$ cat config.mk
export PLATFORM = sky130hd
export DESIGN_NAME = touch_closest_pair_filter
export DESIGN_NICKNAME = d
export VERILOG_FILES = /design/src/sv/tcpf_pkg.sv /design/src/sv/touch_closest_pair_filter.sv /design/src/sv/tcpf_pick.sv /design/src/sv/tcpf_axis.sv
export SDC_FILE = /design/constraint.sdc
export NUM_CORES = 1
export LEC_CHECK = 0
export BUFFER_PORTS_ARGS = -buffer_cell sky130_fd_sc_hd__buf_4
export CORE_ASPECT_RATIO = 1.2
export CORE_MARGIN = 1
export CORE_UTILIZATION = 50
export DETAILED_ROUTE_END_ITERATION = 8
export PLACE_DENSITY = 0.66
export SLEW_MARGIN = 20
export SYNTH_ARGS = -nofsm -noshare
export SYNTH_HDL_FRONTEND = slang
export SYNTH_SLANG_ARGS = --single-unit
$ cat constraint.sdc
create_clock -name clk_i -period 16.7 [get_ports clk_i]
set_input_delay 2.505 -clock clk_i [delete_from_list [all_inputs] [get_ports clk_i]]
set_output_delay 2.505 -clock clk_i [all_outputs]
set_load 0.005 [all_outputs]
$ cat src/sv/tcpf_pkg.sv
// Shared types and constants for the touch closest-pair filter.
`default_nettype none

package tcpf_pkg;

  // Default converter sample width.
  localparam int SAMPLE_BITS_DEF = 12;

  // Sample counter within one nine-sample sequence.
  localparam int IDX_W = 4;
  localparam logic [IDX_W-1:0] IDX_FIRST    = 4'd0;
  localparam logic [IDX_W-1:0] IDX_G0_END   = 4'd2;
  localparam logic [IDX_W-1:0] IDX_G1_END   = 4'd5;
  localparam logic [IDX_W-1:0] IDX_LAST     = 4'd8;

  // Per-item control handed from the sequencer to each axis datapath.
  typedef struct packed {
    logic step;      // a touch sample is processed this cycle
    logic abort;     // pen lifted: clear every accumulator
    logic close;     // this sample ends a group of three
    logic wr0;       // store the new mean as group 0
    logic wr1;       // store the new mean as group 1
    logic last_grp;  // this sample ends the third group
  } ctl_t;

endpackage

`default_nettype wire

$ cat src/sv/touch_closest_pair_filter.sv
// Top level: input register, sample sequencer, two axis datapaths, result register.
// An item that yields a result passes through the input register and then the result register.
// Throughput: one item per cycle while the result register is free or draining; accumulate and pick are combinational.
// Only the pen-up item and the ninth sample of a sequence produce a result.
// Reset (asynchronous, active low) clears the sequence counter, sums and means.
// No clearing pass: the block accepts items in the first cycle after reset.
`default_nettype none

module touch_closest_pair_filter #(
  parameter int SAMPLE_BITS = tcpf_pkg::SAMPLE_BITS_DEF
) (
  input  wire logic                                  clk_i,
  input  wire logic                                  rst_ni,
  // x_sample, y_sample from bit 0 up, zero filled to whole bytes
  input  wire logic [((2*SAMPLE_BITS+7)/8)*8-1:0]    s_axis_tdata_i,
  // pen_up
  input  wire logic                                  s_axis_tuser_i,
  input  wire logic                                  s_axis_tvalid_i,
  output logic                                       s_axis_tready_o,
  // x_pos, y_pos from bit 0 up, zero filled to whole bytes
  output logic      [((2*SAMPLE_BITS+7)/8)*8-1:0]    m_axis_tdata_o,
  // touched
  output logic                                       m_axis_tuser_o,
  output logic                                       m_axis_tvalid_o,
  input  wire logic                                  m_axis_tready_i
);
  import tcpf_pkg::*;

  localparam int DATA_W = ((2*SAMPLE_BITS+7)/8)*8;

  logic                   in_valid_q, in_valid_d;
  logic [SAMPLE_BITS-1:0] in_x_q, in_y_q;
  logic                   in_pen_q;
  logic                   advance;
  logic [IDX_W-1:0]       idx_q, idx_d;
  ctl_t                   ctl;
  logic [SAMPLE_BITS-1:0] x_pos, y_pos;
  logic                   out_valid_q, out_valid_d;
  logic [SAMPLE_BITS-1:0] out_x_q, out_x_d, out_y_q, out_y_d;
  logic                   out_touch_q, out_touch_d;

  // The held item moves on whenever the result register is free or draining.
  assign advance         = in_valid_q && (!out_valid_q || m_axis_tready_i);
  assign s_axis_tready_o = !in_valid_q || advance;

  // Input register.
  always_comb begin
    in_valid_d = in_valid_q;
    if (s_axis_tvalid_i && s_axis_tready_o) begin
      in_valid_d = 1'b1;
    end else if (advance) begin
      in_valid_d = 1'b0;
    end
  end

  always_ff @(posedge clk_i or negedge rst_ni) begin
    if (!rst_ni) begin
      in_valid_q <= 1'b0;
    end else begin
      in_valid_q <= in_valid_d;
    end
  end

  always_ff @(posedge clk_i) begin
    if (s_axis_tvalid_i && s_axis_tready_o) begin
      in_x_q   <= s_axis_tdata_i[SAMPLE_BITS-1:0];
      in_y_q   <= s_axis_tdata_i[2*SAMPLE_BITS-1:SAMPLE_BITS];
      in_pen_q <= s_axis_tuser_i;
    end
  end

  // Sequencer control for the held item.
  always_comb begin
    ctl.step     = advance && !in_pen_q;
    ctl.abort    = advance && in_pen_q;
    ctl.wr0      = (idx_q == IDX_G0_END);
    ctl.wr1      = (idx_q == IDX_G1_END);
    ctl.last_grp = (idx_q == IDX_LAST);
    ctl.close    = ctl.wr0 || ctl.wr1 || ctl.last_grp;
  end

  // Sample counter within the sequence.
  always_comb begin
    idx_d = idx_q;
    if (ctl.abort) begin
      idx_d = IDX_FIRST;
    end else if (ctl.step) begin
      idx_d = ctl.last_grp ? IDX_FIRST : idx_q + IDX_W'(1);
    end
  end

  always_ff @(posedge clk_i or negedge rst_ni) begin
    if (!rst_ni) begin
      idx_q <= IDX_FIRST;
    end else begin
      idx_q <= idx_d;
    end
  end

  tcpf_axis #(
    .SAMPLE_BITS(SAMPLE_BITS)
  ) u_axis_x (
    .clk_i   (clk_i),
    .rst_ni  (rst_ni),
    .ctl_i   (ctl),
    .sample_i(in_x_q),
    .pos_o   (x_pos)
  );

  tcpf_axis #(
    .SAMPLE_BITS(SAMPLE_BITS)
  ) u_axis_y (
    .clk_i   (clk_i),
    .rst_ni  (rst_ni),
    .ctl_i   (ctl),
    .sample_i(in_y_q),
    .pos_o   (y_pos)
  );

  // Result register: updated on every advance, valid only for a pen-up item or the ninth sample.
  always_comb begin
    out_valid_d = out_valid_q;
    out_x_d     = out_x_q;
    out_y_d     = out_y_q;
    out_touch_d = out_touch_q;
    if (advance) begin
      out_valid_d = in_pen_q || ctl.last_grp;
      out_touch_d = !in_pen_q;
      out_x_d     = in_pen_q ? '0 : x_pos;
      out_y_d     = in_pen_q ? '0 : y_pos;
    end else if (m_axis_tready_i) begin
      out_valid_d = 1'b0;
    end
  end

  always_ff @(posedge clk_i or negedge rst_ni) begin
    if (!rst_ni) begin
      out_valid_q <= 1'b0;
    end else begin
      out_valid_q <= out_valid_d;
    end
  end

  always_ff @(posedge clk_i) begin
    out_x_q     <= out_x_d;
    out_y_q     <= out_y_d;
    out_touch_q <= out_touch_d;
  end

  assign m_axis_tvalid_o = out_valid_q;
  assign m_axis_tuser_o  = out_touch_q;
  assign m_axis_tdata_o  = DATA_W'({out_y_q, out_x_q});

  // The counter never leaves the nine-sample range.
  assert property (@(posedge clk_i) disable iff (!rst_ni) idx_q <= IDX_LAST)
    else $error("sample counter out of range");

  // A pen-up result carries a zero position.
  assert property (@(posedge clk_i) disable iff (!rst_ni)
    m_axis_tvalid_o && !m_axis_tuser_o |-> m_axis_tdata_o == '0)
    else $error("pen-up result with nonzero position");

  // A pen-up item yields an untouched result and restarts the sequence.
  assert property (@(posedge clk_i) disable iff (!rst_ni)
    ctl.abort |=> m_axis_tvalid_o && !m_axis_tuser_o && idx_q == IDX_FIRST)
    else $error("pen-up item not handled");

  // The ninth sample yields a touched result and restarts the sequence.
  assert property (@(posedge clk_i) disable iff (!rst_ni)
    ctl.step && ctl.last_grp |=> m_axis_tvalid_o && m_axis_tuser_o && idx_q == IDX_FIRST)
    else $error("final sample did not produce a position");

  // Samples before the ninth produce no result.
  assert property (@(posedge clk_i) disable iff (!rst_ni)
    ctl.step && !ctl.last_grp |=> !m_axis_tvalid_o)
    else $error("unexpected result for an intermediate sample");

endmodule

`default_nettype wire

$ cat src/sv/tcpf_pick.sv
// Closest-pair selection of three group means and their truncated average.
`default_nettype none

module tcpf_pick #(
  parameter int SAMPLE_BITS = tcpf_pkg::SAMPLE_BITS_DEF
) (
  input  wire logic [SAMPLE_BITS-1:0] m0_i,
  input  wire logic [SAMPLE_BITS-1:0] m1_i,
  input  wire logic [SAMPLE_BITS-1:0] m2_i,
  output logic      [SAMPLE_BITS-1:0] avg_o
);
  import tcpf_pkg::*;

  logic [SAMPLE_BITS-1:0] d01, d12, d02;
  logic [SAMPLE_BITS:0]   s01, s12, s02, sum;

  // Absolute differences and pair sums.
  always_comb begin
    d01 = (m0_i > m1_i) ? m0_i - m1_i : m1_i - m0_i;
    d12 = (m1_i > m2_i) ? m1_i - m2_i : m2_i - m1_i;
    d02 = (m0_i > m2_i) ? m0_i - m2_i : m2_i - m0_i;
    s01 = {1'b0, m0_i} + {1'b0, m1_i};
    s12 = {1'b0, m1_i} + {1'b0, m2_i};
    s02 = {1'b0, m0_i} + {1'b0, m2_i};
  end

  // Pick the pair; the outer pair (0,2) wins every tie it is in, and a tie of the other two goes to pair (1,2).
  always_comb begin
    if (d01 < d12) begin
      sum = (d01 < d02) ? s01 : s02;
    end else begin
      sum = (d12 < d02) ? s12 : s02;
    end
  end

  assign avg_o = sum[SAMPLE_BITS:1];

endmodule

`default_nettype wire

$ cat src/sv/tcpf_axis.sv
// One axis: group accumulator, divide by three, stored means and pair pick.
`default_nettype none

module tcpf_axis #(
  parameter int SAMPLE_BITS = tcpf_pkg::SAMPLE_BITS_DEF
) (
  input  wire logic                   clk_i,
  input  wire logic                   rst_ni,
  input  wire tcpf_pkg::ctl_t         ctl_i,
  input  wire logic [SAMPLE_BITS-1:0] sample_i,
  output logic      [SAMPLE_BITS-1:0] pos_o
);
  import tcpf_pkg::*;

  localparam int SUM_W  = SAMPLE_BITS + 2;
  localparam int DIV_K  = SUM_W + 2;
  localparam int DIV_M  = (2**DIV_K + 2) / 3;
  localparam int PROD_W = SUM_W + DIV_K;

  logic [SUM_W-1:0]       sum_q, sum_d, sum_new;
  logic [SAMPLE_BITS-1:0] mean0_q, mean0_d, mean1_q, mean1_d, mean_new;
  logic [PROD_W-1:0]      prod;

  // Running sum including this sample, and its mean by reciprocal multiply.
  always_comb begin
    sum_new  = sum_q + SUM_W'(sample_i);
    prod     = PROD_W'(sum_new) * PROD_W'(DIV_K'(DIV_M));
    mean_new = prod[DIV_K +: SAMPLE_BITS];
  end

  // Accumulator and mean updates.
  always_comb begin
    sum_d   = sum_q;
    mean0_d = mean0_q;
    mean1_d = mean1_q;
    if (ctl_i.abort) begin
      sum_d   = '0;
      mean0_d = '0;
      mean1_d = '0;
    end else if (ctl_i.step) begin
      if (ctl_i.close) begin
        sum_d = '0;
        if (ctl_i.wr0) begin
          mean0_d = mean_new;
        end
        if (ctl_i.wr1) begin
          mean1_d = mean_new;
        end
        if (ctl_i.last_grp) begin
          mean0_d = '0;
          mean1_d = '0;
        end
      end else begin
        sum_d = sum_new;
      end
    end
  end

  always_ff @(posedge clk_i or negedge rst_ni) begin
    if (!rst_ni) begin
      sum_q   <= '0;
      mean0_q <= '0;
      mean1_q <= '0;
    end else begin
      sum_q   <= sum_d;
      mean0_q <= mean0_d;
      mean1_q <= mean1_d;
    end
  end

  // Final selection over the two stored means and the third one just formed.
  tcpf_pick #(
    .SAMPLE_BITS(SAMPLE_BITS)
  ) u_pick (
    .m0_i (mean0_q),
    .m1_i (mean1_q),
    .m2_i (mean_new),
    .avg_o(pos_o)
  );

endmodule

`default_nettype wire
After elaboration in Yosys (flattened, before gate mapping)
Index checks and enable logic that the tools add are counted.
{ "word_totals": {"register_bits": 132, "in_bits": 29, "out_inout_bits": 27} }
{ "op_classes": {"addsub": 21, "multipliers": 2, "magnitude_cmp": 12, "eq_ne": 3, "muxes": 45, "n_reduce_logical": 20} }
{ "ops": {"columns": ["operator", "count"], "rows": [
  ["2-to-1 mux 12 bit", 26],
  ["subtractor 12 bit", 12],
  ["2-to-1 mux 14 bit", 6],
  ["adder 12 x 12 -> 13 bit", 6],
  ["2-to-1 mux 13 bit", 6],
  ["greater-than comparator 12 bit", 6],
  ["less-than comparator 12 bit", 6],
  ["multiplier 14 x 14 -> 27 bit (second input constant)", 2],
  ["adder 14 x 12 -> 14 bit", 2],
  ["2-to-1 mux 4 bit", 3],
  ["nonzero test 2 bit", 4],
  ["AND reduction 3 bit", 2],
  ["nonzero test 3 bit", 2],
  ["logical OR 1 bit", 5],
  ["adder 4 x 1 -> 4 bit (second input constant)", 1],
  ["== test 4 x 2 -> 1 bit (second input constant)", 1],
  ["== test 4 x 3 -> 1 bit (second input constant)", 1],
  ["== test 4 bit (second input constant)", 1],
  ["logical AND 1 bit", 4],
  ["2-to-1 mux 1 bit", 4],
  ["logical NOT 1 bit", 3]
]} }

Depth between registers and ports, before layout
{ "logic_depth": {"word_depth": 7, "ltp_mapped": 56, "ltp_nobuf": 54} }

Cells and area by module
Synthesis repeated with hierarchy kept, for this count alone.
{ "hier_totals": {"hier_cells": 2708, "area_unflattened_um2": 23872.9} }
{ "by_module_without_submodules": {"columns": ["module", "instances", "cells_each", "area_per_inst_um2"], "rows": [
  ["tcpf_pick (u_axis_x.u_pick)", 1, 744, 5576.6],
  ["tcpf_pick (u_axis_y.u_pick)", 1, 717, 5436.5],
  ["tcpf_axis (u_axis_x)", 1, 567, 5422.7],
  ["tcpf_axis (u_axis_y)", 1, 564, 5362.6],
  ["touch_closest_pair_filter", 1, 116, 2074.5]
]} }

Worst setup path after synthesis
No wires, ideal clock.
{ "synth_path": {"kind": "register to register", "from": "register in_x_q[0]", "to": "register out_x_q[11], data pin", "setup_ns": 0.272, "t_arrival_ns": 11.690, "slack_ns": 4.738, "path_stages_with_launch": 50, "path_buffers": 2, "cell_sequence": "edfxtp_1 ha_1 fa_1 a21o_1 a21oi_1 o21bai_1 a21oi_1 o21bai_1 a21oi_1 o21ai_0 o41ai_1 xnor2_1 ha_1 fa_1 fa_1 fa_1 inv_1 fa_1 (+14 left out) nand4b_4 or4_4 o21ai_4 buf_2 mux2i_1 o21ai_0 a21boi_0 nor2_1 o31a_1 xnor2_1 ha_1 o21a_1 nand3_1 o211ai_1 nand2b_1 nand2b_1 a21oi_1 or4_1"} }
{ "synth_via": {"elab_chain_len": 7, "word_cells_on_any_way": 18, "cone_classes": "add/sub (7); mul (1); order compare (5); mux (5)"} }
{ "synth_rtl": {"columns": ["item", "line", "rtl"], "rows": [
  ["start: declaration", "touch_closest_pair_filter.sv:32", "logic [SAMPLE_BITS-1:0] in_x_q, in_y_q;"],
  ["start signal: assignment", "touch_closest_pair_filter.sv:66", "in_x_q <= s_axis_tdata_i[SAMPLE_BITS-1:0];"],
  ["adder 14 x 12 -> 14 bit *", "tcpf_axis.sv:26", "sum_new = sum_q + SUM_W'(sample_i);"],
  ["multiplier 14 x 14 -> 27 bit *", "tcpf_axis.sv:27", "prod = PROD_W'(sum_new) * PROD_W'(DIV_K'(DIV_M));"],
  ["subtractor 12 bit, or another cell as far along", "tcpf_pick.sv:20", "d12 = (m1_i > m2_i) ? m1_i - m2_i : m2_i - m1_i;"],
  ["2-to-1 mux 12 bit, on equally long branches", "tcpf_pick.sv:20, tcpf_pick.sv:21", null],
  ["less-than comparator 12 bit, on equally long branches", "tcpf_pick.sv:32, tcpf_pick.sv:30", null],
  ["2-to-1 mux 13 bit, on equally long branches", "tcpf_pick.sv:32, tcpf_pick.sv:30", null],
  ["2-to-1 mux 13 bit *", "tcpf_pick.sv:29", "if (d01 < d12) begin"],
  ["end signal: assignment", "touch_closest_pair_filter.sv:145", "out_x_q <= out_x_d;"],
  ["end: declaration", "touch_closest_pair_filter.sv:39", "logic [SAMPLE_BITS-1:0] out_x_q, out_x_d, out_y_q, out_y_d;"]
]} }
Every way passes the cells marked *; elsewhere a longest branch is shown, timed or not.
A chain may end at the register's enable or synchronous reset.

Worst setup path in the final report
{ "layout_path": {"from": "register in_x_q[0]", "to": "register out_x_q[8], data pin"} }
Same word-level chain as after synthesis.

==> results.txt <==
FF+latch count, synth = 132
Final Util = 54.5%
Final ANT Viol Nets = 0
Fin. Hold Viols = 0
top cell type's share of synthesized area = 26.5%
count leader, synth = ha_1
cell count after synthesis = 2470
DR WL/cell = 19.7 um
Max-slew headroom = 33.8%
Final #Nets = 3125
clk_lat worst skew = 460 ps
worst-margin pin slew = 986 ps
CP startpoint kind = flip-flop
RSZ-0062 raised after global routing = false
Root Buffer = clkbuf_16
Max Fclk = 70.8 MHz
Rows = 84
CP delay by family, top = compound AO/OA/AOI/OAI gates
warnings from Yosys = 0
die area = 45900 um2
clock buffer depth = 2
Seq/Total Area, Yosys = 15.8%
first-pass GRT wire length = 95400 um
post-synth top area cell = ha_1
Setup crit end kind = flip-flop
synth top area cells = ha_1 (27%), fa_1 (12%), dfrtp_1 (9.1%)
Final HPWL DP = 50900 um
skew final = 24.2 ps
DRC viols = 0
largest net degree at the start of global routing = 65
number of flops mapped to enable cells by yosys = 50
GPL Wtd Cong = 0.957
Max-Cap Viols = 0
initial antenna violation count = 0
CTS Sinks = 132
xor-xnor portion of the synthesized cell area = 7.18%
Die Width = 196 um
Ports = 56
1st-pass router iterations = 5
Post-CTS Resized = 0
Setup TNS = 0 ps
crit path DAT = 14330 ps
Reg clk slew, reported paths = 70 ps
detailed-route via count = 17500
Main synth FF type = dfrtp_1
GRT Total Usage = 26.5%
class of the most critical hold timing path = reg2reg
Synth Area in Compound Gates = 18.7%
Finish-stage setup viols = 0
CP Buf/Inv Count = 4
I/O Buffers = 55
Synth-to-Final Area Change = 6.79%
fraction of layout instances using a drive strength above 1 = 7.00%
max-slew violations = 0
Slowest cell on crit path = a2111oi_0
mux contribution to synthesized area = 3.19%
CTS H-tree lvls = 4
vias in the first global route = 17900
simple-gate share of the synthesized area = 9.29%
asr flop ratio synth = 62.1%
Setup CP Type = reg2reg
Core ar. = 44100 um2
vias per inst = 5.73
Initial Utilization = 51.1%
most frequent cells after synthesis = ha_1 (478), inv_1 (369), a21oi_1 (163), xnor2_1 (155), fa_1 (130)
worst endpoint required time = 16910 ps
Die Ht = 235 um
postcts setup bufs = 0
largest family of logic cells by synthesized area = adder cells
run status = finished, final reports clean
Synth Net Count = 3107
CP Max Fanout = 15
count of cell types in the netlist = 98
final worst-path cycle share = 84.5%
Inserted Diodes = 0
Mapped Avg Cell Area = 9.13 um2
1st-iter DRT viols = 879
final WL = 60200 um
crit-path max cell delay = 570 ps
GRT Residual Overflow = 0
Num CTS Buffers = 17
CTS tree = done
mapped cell area = 22500 um2
Synth Area in Adders = 38.1%
Final min period = 14120 ps
hold buffer count at CTS = 0
## per-layer routing
metal	up-vias	global-route usage, %	share of wire (%)
met5	-	0	0
met4	0	11.1	3.9
met3	105	2.35	3.0
met2	404	47.2	50
met1	8468	32.5	43
li1	8566	-	-
## area by class of cell
type / instances / area [um2]
tap: 559 / 699
timing repair buffer: 70 / 526
clock buffer: 25 / 538
fill: 4024 / 20100
inverter: 374 / 1400
clock inverter: 7 / 87.6
sequential: 132 / 3550
multi-input combinational: 1893 / 17300
## final timing paths
kind / start / endpoint / slack, ps / depth (start not counted)
worst max register to register: in_x_q[0] / out_x_q[8] / 2580 / 48
worst min register to register: u_axis_x.sum_q[8] / u_axis_x.sum_q[8] / 490 / 2
worst max-delay path: in_x_q[0] / out_x_q[8] / 2580 / 48
min in group asynchronous: rst_ni / u_axis_x.sum_q[6] / 1930 / 1
max in group asynchronous: rst_ni / u_axis_x.mean0_q[9] / 13590 / 2
worst min-delay path: u_axis_x.sum_q[8] / u_axis_x.sum_q[8] / 490 / 2
## sequential cells by signal, summed over array words and instances (netlist names), 4 cells and up
| signal | flops |
|---|---|
| in_y_q | 12 |
| u_axis_x.sum_q | 14 |
| u_axis_y.mean0_q | 12 |
| u_axis_y.sum_q | 14 |
| u_axis_y.mean1_q | 12 |
| out_y_q | 12 |
| idx_q | 4 |
| out_x_q | 12 |
| u_axis_x.mean1_q | 12 |
| u_axis_x.mean0_q | 12 |
| in_x_q | 12 |
## worst register-to-register path, delay by kind of cell, from the launching register on
family                   cells  cell delay (ps)
AO/OA/AOI/OAI               26             7220
XOR/XNOR                     3              940
adder cells (fa/ha/maj)     10             4080
buffers and inverters        4              270
flip-flops                   1              370
multiplexers                 2              650
AND/OR/NAND/NOR              3              350
## through the flow
step / instances / hold slack, ps / area [um2] / setup slack [ps]
2_1_floorplan: 2470 / 454 / 22500 / 4740
3_3_place_gp: 3028 / 475 / 23400 / 2950
3_5_place_dp: 3028 / 481 / 23400 / 2660
4_1_cts: 3060 / 499 / 24100 / 2660
5_1_grt: 3060 / 526 / 24100 / 1750
6_report: 3060 / 493 / 24100 / 2580
## cells in the final DEF (no fill, tap or decap), drive strengths merged, types with 18 or more instances in the layout
cell type    n
ha         478
inv        374
a21oi      164
xnor2      157
fa         130
nand2      116
o21ai      114
nor2       103
dfrtp       82
buf         70
a21o        63
mux2i       54
edfxtp      50
nand2b      40
o21bai      39
o31ai       38
nor2b       30
xor2        26
nor3        25
clkbuf      25
o21a        23
a22o        22
a31oi       22
nand3       18
a211oi      18
## kinds of logic after synthesis
logic type | Yosys count
multiplexers | 68
AND/OR/NAND/NOR | 414
AO/OA/AOI/OAI | 620
buffers and inverters | 445
adder cells (fa/ha/maj) | 608
flip-flops | 132
XOR/XNOR | 183
Power is left out: the tool's default activity adds up to more than one toggle a clock period on the data nets, which glitch-free logic cannot reach.
